### src/rtl/svcf_pkg.sv
`default_nettype none
// ---------------------------------------------------------------------------
// svcf_pkg: servo command frame builder package
// Shared codes, frame constants and inter-module types.
// ---------------------------------------------------------------------------
package svcf_pkg;

    // Request kinds
    localparam logic [2:0] CMD_PING       = 3'd0;
    localparam logic [2:0] CMD_ANGLE_MOVE = 3'd1;
    localparam logic [2:0] CMD_ANGLE_READ = 3'd2;
    localparam logic [2:0] CMD_DATA_READ  = 3'd3;
    localparam logic [2:0] CMD_DATA_MON   = 3'd4;

    // Frame opcodes
    localparam logic [7:0] OP_PING       = 8'h01;
    localparam logic [7:0] OP_ANGLE_MOVE = 8'h08;
    localparam logic [7:0] OP_ANGLE_READ = 8'h0A;
    localparam logic [7:0] OP_DATA_READ  = 8'h03;
    localparam logic [7:0] OP_DATA_MON   = 8'h16;

    // Content length bytes
    localparam logic [7:0] CLEN_SHORT = 8'h01;
    localparam logic [7:0] CLEN_TYPE  = 8'h02;
    localparam logic [7:0] CLEN_MOVE  = 8'h07;

    // Frame geometry: bytes ahead of the checksum
    localparam int unsigned FRAME_BODY_BYTES = 11;
    localparam int unsigned COUNT_W          = 4;
    localparam logic [COUNT_W-1:0] BODY_LEN_SHORT = 4'd5;
    localparam logic [COUNT_W-1:0] BODY_LEN_TYPE  = 4'd6;
    localparam logic [COUNT_W-1:0] BODY_LEN_MOVE  = 4'd11;

    // Configuration registers
    localparam int unsigned CFG_IDX_W  = 1;
    localparam int unsigned CFG_DATA_W = 8;
    localparam logic [CFG_IDX_W-1:0] REG_HEADER_FIRST  = 1'b0;
    localparam logic [CFG_IDX_W-1:0] REG_HEADER_SECOND = 1'b1;
    localparam logic [7:0] HEADER_FIRST_RST  = 8'h12;
    localparam logic [7:0] HEADER_SECOND_RST = 8'h4C;

    typedef logic [FRAME_BODY_BYTES-1:0][7:0] frame_body_t;

    // Shifter status toward the control in the top level
    typedef struct packed {
        logic       busy;   // bytes of a frame still to go
        logic       last;   // only the checksum slot remains
        logic [7:0] head;   // byte at the shifter output
    } shift_stat_t;

    // Checksum accumulator control
    typedef struct packed {
        logic       clear;
        logic       add;
        logic [7:0] data;
    } sum_ctrl_t;

endpackage
`default_nettype wire

### src/rtl/svcf_if.sv
`default_nettype none
// ---------------------------------------------------------------------------
// svcf_if: servo request and frame byte channels
// Valid/ready channels carrying one request and one frame byte.
// ---------------------------------------------------------------------------
interface svcf_req_if;
    logic               valid;
    logic               ready;
    logic        [2:0]  command;
    logic        [7:0]  target_id;
    logic signed [15:0] target_angle;
    logic        [15:0] move_time;
    logic        [7:0]  type_code;

    modport source (output valid, command, target_id, target_angle, move_time, type_code,
                    input ready);
    modport sink   (input valid, command, target_id, target_angle, move_time, type_code,
                    output ready);
endinterface

interface svcf_byte_if;
    logic       valid;
    logic       ready;
    logic [7:0] tx_byte;
    logic       frame_end;

    modport source (output valid, tx_byte, frame_end, input ready);
    modport sink   (input valid, tx_byte, frame_end, output ready);
endinterface
`default_nettype wire

### src/rtl/svcf_shift.sv
`default_nettype none
// ---------------------------------------------------------------------------
// svcf_shift: frame byte shifter
// Holds the frame body and shifts it out one byte per advance.
// ---------------------------------------------------------------------------
module svcf_shift
    import svcf_pkg::*;
(
    input  wire logic               clk,
    input  wire logic               rst_n,
    input  wire logic               load,
    input  wire frame_body_t        body,
    input  wire logic [COUNT_W-1:0] body_len,
    input  wire logic               advance,
    output shift_stat_t             stat
);

    frame_body_t        data_reg, data_next;
    logic [COUNT_W-1:0] count_reg, count_next;

    always_comb
    begin
        data_next  = data_reg;
        count_next = count_reg;
        priority if (load)
        begin
            data_next  = body;
            count_next = body_len + 1'b1;   // body plus checksum
        end
        else if (advance && count_reg != '0)
        begin
            // drop the head byte, move the rest down
            for (int i = 0; i < FRAME_BODY_BYTES - 1; i++)
            begin
                data_next[i] = data_reg[i+1];
            end
            data_next[FRAME_BODY_BYTES-1] = 8'h00;
            count_next = count_reg - 1'b1;
        end
        else
        begin
            // hold
            data_next  = data_reg;
            count_next = count_reg;
        end
    end

    always_ff @(posedge clk or negedge rst_n)
    begin
        if (!rst_n)
        begin
            count_reg <= '0;
        end
        else
        begin
            count_reg <= count_next;
        end
    end

    always_ff @(posedge clk)
    begin
        data_reg <= data_next;
    end

    assign stat.busy = (count_reg != '0);
    assign stat.last = (count_reg == COUNT_W'(1));
    assign stat.head = data_reg[0];

endmodule
`default_nettype wire

### src/rtl/svcf_sum.sv
`default_nettype none
// ---------------------------------------------------------------------------
// svcf_sum: frame checksum accumulator
// Adds each frame body byte as it leaves, modulo 256.
// ---------------------------------------------------------------------------
module svcf_sum
    import svcf_pkg::*;
(
    input  wire logic      clk,
    input  wire logic      rst_n,
    input  wire sum_ctrl_t ctrl,
    output logic [7:0]     sum
);

    logic [7:0] sum_reg, sum_next;

    always_comb
    begin
        priority if (ctrl.clear)
        begin
            sum_next = 8'h00;
        end
        else if (ctrl.add)
        begin
            sum_next = sum_reg + ctrl.data;
        end
        else
        begin
            sum_next = sum_reg;
        end
    end

    always_ff @(posedge clk or negedge rst_n)
    begin
        if (!rst_n)
        begin
            sum_reg <= 8'h00;
        end
        else
        begin
            sum_reg <= sum_next;
        end
    end

    assign sum = sum_reg;

endmodule
`default_nettype wire

### src/rtl/servo_command_frame_builder.sv
`default_nettype none
// The first frame byte passes the shifter register, then the output register.
// Throughput: one frame byte per cycle from the byte shifter while the sink
// is ready; a frame of N bytes (6, 7 or 12) holds the request channel until
// the shifter hands over its checksum. Unknown kinds are accepted and dropped.
// Reset: header registers return to 0x12 / 0x4C, shifter and output go empty.
// ---------------------------------------------------------------------------
// servo_command_frame_builder: servo request frame builder
// Turns one servo request into its byte frame, closed by an 8-bit sum.
// ---------------------------------------------------------------------------
module servo_command_frame_builder
    import svcf_pkg::*;
(
    input  wire logic                  clk,
    input  wire logic                  rst_n,
    svcf_req_if.sink                   req,
    svcf_byte_if.source                frame,
    input  wire logic                  wr_en,
    input  wire logic [CFG_IDX_W-1:0]  wr_index,
    input  wire logic [CFG_DATA_W-1:0] wr_data
);

    // -----------------------------------------------------------------------
    // Header registers: the user must write them only while the block is idle; the block itself does not enforce it
    // -----------------------------------------------------------------------
    logic [7:0] header_first_reg, header_first_next;
    logic [7:0] header_second_reg, header_second_next;

    always_comb
    begin
        header_first_next  = header_first_reg;
        header_second_next = header_second_reg;
        if (wr_en)
        begin
            unique case (wr_index)
                REG_HEADER_FIRST:  header_first_next  = wr_data;
                REG_HEADER_SECOND: header_second_next = wr_data;
                default:           ;
            endcase
        end
    end

    always_ff @(posedge clk or negedge rst_n)
    begin
        if (!rst_n)
        begin
            header_first_reg  <= HEADER_FIRST_RST;
            header_second_reg <= HEADER_SECOND_RST;
        end
        else
        begin
            header_first_reg  <= header_first_next;
            header_second_reg <= header_second_next;
        end
    end

    // -----------------------------------------------------------------------
    // Request intake: assemble the frame body for the shifter
    // -----------------------------------------------------------------------
    shift_stat_t        stat;
    frame_body_t        body;
    logic [COUNT_W-1:0] body_len;
    logic               cmd_known;
    logic               accept;
    logic               load;

    always_comb
    begin
        body      = '0;
        body_len  = BODY_LEN_SHORT;
        cmd_known = 1'b1;
        body[0]   = header_first_reg;
        body[1]   = header_second_reg;
        body[4]   = req.target_id;
        unique case (req.command)
            CMD_PING:
            begin
                body[2] = OP_PING;
                body[3] = CLEN_SHORT;
            end
            CMD_ANGLE_MOVE:
            begin
                // angle and time go little-endian, then two zero power bytes
                body[2]  = OP_ANGLE_MOVE;
                body[3]  = CLEN_MOVE;
                body[5]  = req.target_angle[7:0];
                body[6]  = req.target_angle[15:8];
                body[7]  = req.move_time[7:0];
                body[8]  = req.move_time[15:8];
                body_len = BODY_LEN_MOVE;
            end
            CMD_ANGLE_READ:
            begin
                body[2] = OP_ANGLE_READ;
                body[3] = CLEN_SHORT;
            end
            CMD_DATA_READ:
            begin
                body[2]  = OP_DATA_READ;
                body[3]  = CLEN_TYPE;
                body[5]  = req.type_code;
                body_len = BODY_LEN_TYPE;
            end
            CMD_DATA_MON:
            begin
                body[2]  = OP_DATA_MON;
                body[3]  = CLEN_TYPE;
                body[5]  = req.type_code;
                body_len = BODY_LEN_TYPE;
            end
            default:
            begin
                // unknown request kind: drop it, emit nothing
                cmd_known = 1'b0;
            end
        endcase
    end

    // Take a new request once the shifter has handed over its last byte;
    // the output register may still hold that byte.
    assign req.ready = !stat.busy;
    assign accept    = req.valid && req.ready;
    assign load      = accept && cmd_known;

    // -----------------------------------------------------------------------
    // Byte shifter and checksum
    // -----------------------------------------------------------------------
    logic               out_valid_reg, out_valid_next;
    logic [7:0]         out_byte_reg, out_byte_next;
    logic               out_end_reg, out_end_next;
    logic               advance;
    logic [7:0]         sum;
    sum_ctrl_t          sum_ctrl;

    // Advance when a byte is pending and the output register is free or draining.
    assign advance = stat.busy && (!out_valid_reg || frame.ready);

    svcf_shift u_shift (
        .clk      (clk),
        .rst_n    (rst_n),
        .load     (load),
        .body     (body),
        .body_len (body_len),
        .advance  (advance),
        .stat     (stat)
    );

    // Clear on load, add every body byte as it leaves the shifter.
    assign sum_ctrl.clear = load;
    assign sum_ctrl.add   = advance && !stat.last;
    assign sum_ctrl.data  = stat.head;

    svcf_sum u_sum (
        .clk   (clk),
        .rst_n (rst_n),
        .ctrl  (sum_ctrl),
        .sum   (sum)
    );

    // -----------------------------------------------------------------------
    // Output register: the checksum slot takes the accumulated sum
    // -----------------------------------------------------------------------
    always_comb
    begin
        out_valid_next = out_valid_reg;
        out_byte_next  = out_byte_reg;
        out_end_next   = out_end_reg;
        priority if (advance)
        begin
            out_valid_next = 1'b1;
            out_byte_next  = stat.last ? sum : stat.head;
            out_end_next   = stat.last;
        end
        else if (frame.ready)
        begin
            out_valid_next = 1'b0;
        end
        else
        begin
            // hold the byte until the sink takes it
            out_valid_next = out_valid_reg;
        end
    end

    always_ff @(posedge clk or negedge rst_n)
    begin
        if (!rst_n)
        begin
            out_valid_reg <= 1'b0;
        end
        else
        begin
            out_valid_reg <= out_valid_next;
        end
    end

    always_ff @(posedge clk)
    begin
        out_byte_reg <= out_byte_next;
        out_end_reg  <= out_end_next;
    end

    assign frame.valid     = out_valid_reg;
    assign frame.tx_byte   = out_byte_reg;
    assign frame.frame_end = out_end_reg;

    // -----------------------------------------------------------------------
    // Assertions
    // -----------------------------------------------------------------------
    a_load_busy: assert property (@(posedge clk) disable iff (!rst_n)
        load |=> stat.busy)
        else $error("shifter not busy after frame load");

    a_last_idle: assert property (@(posedge clk) disable iff (!rst_n)
        advance && stat.last |=> !stat.busy)
        else $error("shifter still busy after checksum slot");

    a_busy_from_load: assert property (@(posedge clk) disable iff (!rst_n)
        $rose(stat.busy) |-> $past(load))
        else $error("shifter started without a load");

    a_end_from_last: assert property (@(posedge clk) disable iff (!rst_n)
        advance |=> frame.valid && (frame.frame_end == $past(stat.last)))
        else $error("frame end mark does not follow checksum slot");

endmodule
`default_nettype wire

### src/flat_wrapper.sv
// flat-port wrapper written by rule: the top's interface ports become plain ports
module servo_command_frame_builder_flat import svcf_pkg::*;
  (clk, rst_n, wr_en, wr_index, wr_data, req_valid, req_command, req_target_id, req_target_angle, req_move_time, req_type_code, req_ready, frame_valid, frame_tx_byte, frame_frame_end, frame_ready);
  svcf_req_if req_i ();
  svcf_byte_if frame_i ();
  input  wire logic clk;
  input  wire logic rst_n;
  input  wire logic wr_en;
  input  wire logic [CFG_IDX_W-1:0] wr_index;
  input  wire logic [CFG_DATA_W-1:0] wr_data;
  input wire logic [$bits(req_i.valid)-1:0] req_valid;
  input wire logic [$bits(req_i.command)-1:0] req_command;
  input wire logic [$bits(req_i.target_id)-1:0] req_target_id;
  input wire logic [$bits(req_i.target_angle)-1:0] req_target_angle;
  input wire logic [$bits(req_i.move_time)-1:0] req_move_time;
  input wire logic [$bits(req_i.type_code)-1:0] req_type_code;
  output wire logic [$bits(req_i.ready)-1:0] req_ready;
  output wire logic [$bits(frame_i.valid)-1:0] frame_valid;
  output wire logic [$bits(frame_i.tx_byte)-1:0] frame_tx_byte;
  output wire logic [$bits(frame_i.frame_end)-1:0] frame_frame_end;
  input wire logic [$bits(frame_i.ready)-1:0] frame_ready;
  assign req_i.valid = req_valid;
  assign req_i.command = req_command;
  assign req_i.target_id = req_target_id;
  assign req_i.target_angle = req_target_angle;
  assign req_i.move_time = req_move_time;
  assign req_i.type_code = req_type_code;
  assign req_ready = req_i.ready;
  assign frame_valid = frame_i.valid;
  assign frame_tx_byte = frame_i.tx_byte;
  assign frame_frame_end = frame_i.frame_end;
  assign frame_i.ready = frame_ready;
  servo_command_frame_builder u_core (.clk(clk), .rst_n(rst_n), .req(req_i), .frame(frame_i), .wr_en(wr_en), .wr_index(wr_index), .wr_data(wr_data));
endmodule
### config.mk
export PLATFORM = sky130hd
export DESIGN_NAME = servo_command_frame_builder_flat
export DESIGN_NICKNAME = d
export VERILOG_FILES = /design/src/rtl/svcf_pkg.sv /design/src/rtl/svcf_if.sv /design/src/rtl/svcf_shift.sv /design/src/rtl/svcf_sum.sv /design/src/rtl/servo_command_frame_builder.sv /design/src/flat_wrapper.sv
export SDC_FILE = /design/constraint.sdc
export NUM_CORES = 1
export LEC_CHECK = 0
export ABC_AREA = 1
export BUFFER_PORTS_ARGS = -buffer_cell sky130_fd_sc_hd__clkbuf_2
export CORE_MARGIN = 5
export CORE_UTILIZATION = 55
export DETAILED_ROUTE_END_ITERATION = 10
export PLACE_DENSITY_LB_ADDON = 0.3
export SETUP_SLACK_MARGIN = 0.3
export SYNTH_ARGS = -nofsm -noshare
export SYNTH_HDL_FRONTEND = slang
export SYNTH_SLANG_ARGS = --single-unit
### constraint.sdc
create_clock -name clk -period 4.65 [get_ports clk]
set_input_delay 0.6975 -clock clk [delete_from_list [all_inputs] [get_ports clk]]
set_output_delay 0.6975 -clock clk [all_outputs]
set_load 0.05 [all_outputs]
==> summary.md <==
| Metric | Value |
|---|---|
| H-Tree Depth | `3` |
| Critical Path Fanout Max | `64` |
| Worst slew pin tran | `roughly 0.75 ns` |
| Pwr Density | `~650 nW/µm²` |
| Final setup fails | `0` |
| Clk_skew | `0.0170 ns` |
| Pleak | `0.00287 µW` |
| DRT met1 WL | `4.31 mm` |
| Crit path kind | `reg -> reg` |
| RSZ-0062 raised after global routing | `no` |
| Detailed Place HPWL | `6.77 mm` |
| Most frequent cells in the layout | `nand2_1 (217), edfxtp_1 (81), clkbuf_2 (75)` |
| Status | `finished, final reports clean` |
| Avg Cell Area, Syn | `9.48 µm²` |
| Worst skew pair latency | `0.38 ns` |
| Max VDD drop | `0.000263 V` |
| Die width | `approximately 110 µm` |
| Worst hold margin | `approximately 0.37 ns` |
| PostCTS Resize Cnt | `0` |
| R2R depth | `7` |
| Mux cell area share after synthesis | `0` |
| Cell Area, Synth | `5120 µm²` |
| Residual DRC count | `0` |
| Pin count of the biggest net entering global routing | `65` |
| Initial DRC Count | `between 150 and 200` |
| Routability cong. | `0.884` |
| Initial antenna violation count | `0` |
| Total CTS buffers | `9` |
| Root Driver | `clkbuf_8` |
| Share of layout cells above drive strength 1 | `0.183` |
| # rows | `35` |
| Post-synthesis adder-cell area fraction | `0.0283` |
| Simple-Gate Fraction of Synth Area | `0.222` |
| Syn nets | `616` |
| Setup ws final | `roughly 2.0 ns` |
| Tmin final | `2.62 ns` |
| CTS tree | `yes` |
| Largest register FFs | `64` |
| Top cell type's share of synthesized area | `0.475` |
| Xor/xnor share of the synthesized area | `0.00513` |
| Fin Setup TNS | `0 ns` |
| Final slew viol count | `0` |
| WL met2 | `roughly 4.8 mm` |
| CTS Buffer Depth | `2` |
| Hold Buf Count CTS | `0` |
| Via count of the first global-routing pass | `3573` |
| Post-layout util | `0.628` |
| Grt ovf | `0` |
| Layout area overhead | `12.3%` |
| Top post-synthesis cells by area | `edfxtp_1 (48%), nand2_1 (16%), dfrtp_1 (12%)` |
| Fmax | `381 MHz` |
| CP Data Required Time | `~4.7 ns` |
| Max Cap Viol | `0` |
| Most common cell after layout, fill and taps aside | `nand2_1` |
| Drt pass-1 iters | `4` |
| Yosys top cell by area | `edfxtp_1` |
| Crit start category | `flip-flop` |
| Die ar. | `approximately 11000 µm²` |
| Post-Place Worst Slack | `between 1.5 and 2 ns` |
| Routed WL | `9.72 mm` |
| DRT antenna net count | `0` |
| Number of setup buffers added after CTS | `0` |
| Register bit total from synthesis | `between 100 and 150` |
| PortBufs | `75` |
| Arr. time, crit path | `about 2.7 ns` |
| Worst min path class | `in -> async` |
| # clock sinks | `110` |
| Met3 wire length | `495 µm` |
| DIE HEIGHT | `106 µm` |
| DR top layer | `met4` |
| Fillers | `755` |
| Compound-Gate Fraction of Synth Area | `0.0538` |
| Via density | `between 4 and 5` |
| Core Footprint | `9150 µm²` |
| Post-Syn Instances | `between 500 and 600` |
| Setup crit end kind | `flip-flop` |
| Layout Nets | `687` |
| Seq/Total Area, Yosys | `0.618` |
| Slew headroom | `0.501` |
| Synth unique cells | `30` |
| Reg clk slew, reported paths | `around 0.12 ns` |
| Largest family of logic cells by synthesized area | `simple AND/OR/NAND/NOR gates` |
| Antenna cells | `0` |
| Final hold violation count | `0` |
| Fin crit share | `0.564` |
| Total track usage | `0.180` |
| First-pass GRT wire length | `16.2 mm` |
| Wirelength per Cell | `13.4 µm` |
| Vias | `3597` |
| Initial core utilization | `0.559` |
| Yosys warns | `0` |
| Top-level I/O count | `76` |
## logic make-up (layout without fill, tap and decap cells)
kind of cell / after synthesis / count (layout)
adders and majority gates: 11 / 11
DFF: 110 / 110
AOI/OAI and AO/OA: 53 / 53
buffers and inverters: 86 / 162
and+or+nand+nor: 277 / 277
xor gates and xnor gates: 3 / 3
## through the flow
stage                     power [µW]  cells  cell area, µm²
final                           3740    727            5750
after global routing            4040    727            5750
after CTS                       3780    727            5750
after detailed placement        3210    711            5550
after global placement          3140    711            5550
after floorplan                 2870    540            5120
## worst max-delay path, stage by stage (launching register included)
cell	delay (ns)
dfrtp_1	0.42
inv_1	0.15
ha_1	0.19
nand2_2	0.13
nor2_8	0.17
nand2_4	0.38
nand2_2	0.46
buf_12	0.36
## power by group
group	internal [µW]	switching, µW
Clock	214	352
Sequential	1650	159
Combinational	449	916
## worst paths after layout
check	endpoint	startpoint	slack (ns)
hold reg to reg	u_core.header_first_reg[1]	u_core.header_first_reg[1]	0.50
hold / removal	u_core.header_second_reg[5]	rst_n	0.37
max in group asynchronous	u_core.u_sum.sum[5]	rst_n	3.80
setup reg to reg	u_core.u_shift.data_reg[24]	u_core.u_shift.count_reg[0]	2.03
min in group clk	u_core.header_first_reg[1]	u_core.header_first_reg[1]	0.50
setup / recovery	u_core.u_shift.data_reg[24]	u_core.u_shift.count_reg[0]	2.03
## cell usage after synthesis
master,instances
nand2_4,1
nand4_1,1
nand2_1,218
o31ai_2,1
edfxtp_1,81
inv_1,66
o22ai_1,2
o21ai_0,33
dfstp_2,5
buf_6,5
nor2_2,3
nor2_1,24
nand3_4,1
o21ai_1,12
clkbuf_1,3
or2_2,2
a21oi_1,5
fa_1,1
dfrtp_1,24
ha_1,10
clkinv_1,1
xor2_1,2
nand3_1,20
xnor2_1,1
nand2_2,3
nor2_8,1
nand3b_1,3
inv_2,2
inv_4,1
buf_2,8
## metal layers
| layer | vias to the layer above | global-route usage |
|---|---|---|
| li1 | 1859 | - |
| met1 | 1637 | 0.233 |
| met3 | 6 | 0.0389 |
| met4 | 0 | 0.0584 |
| met5 | - | 0 |
| met2 | 95 | 0.304 |
## final cells by class
class / count / area, µm² / share of cell area
Clock buffer: 9 / 124 / 0.0215
Inverter: 70 / 265 / 0.0461
Multi-Input combinational cell: 344 / 1590 / 0.276
Clock inverter: 7 / 77.6 / 0.0135
Tap cell: 111 / 139 / 0.0242
Timing Repair Buffer: 76 / 395 / 0.0688
Sequential cell: 110 / 3160 / 0.550
(Power assumes the default switching activity.)
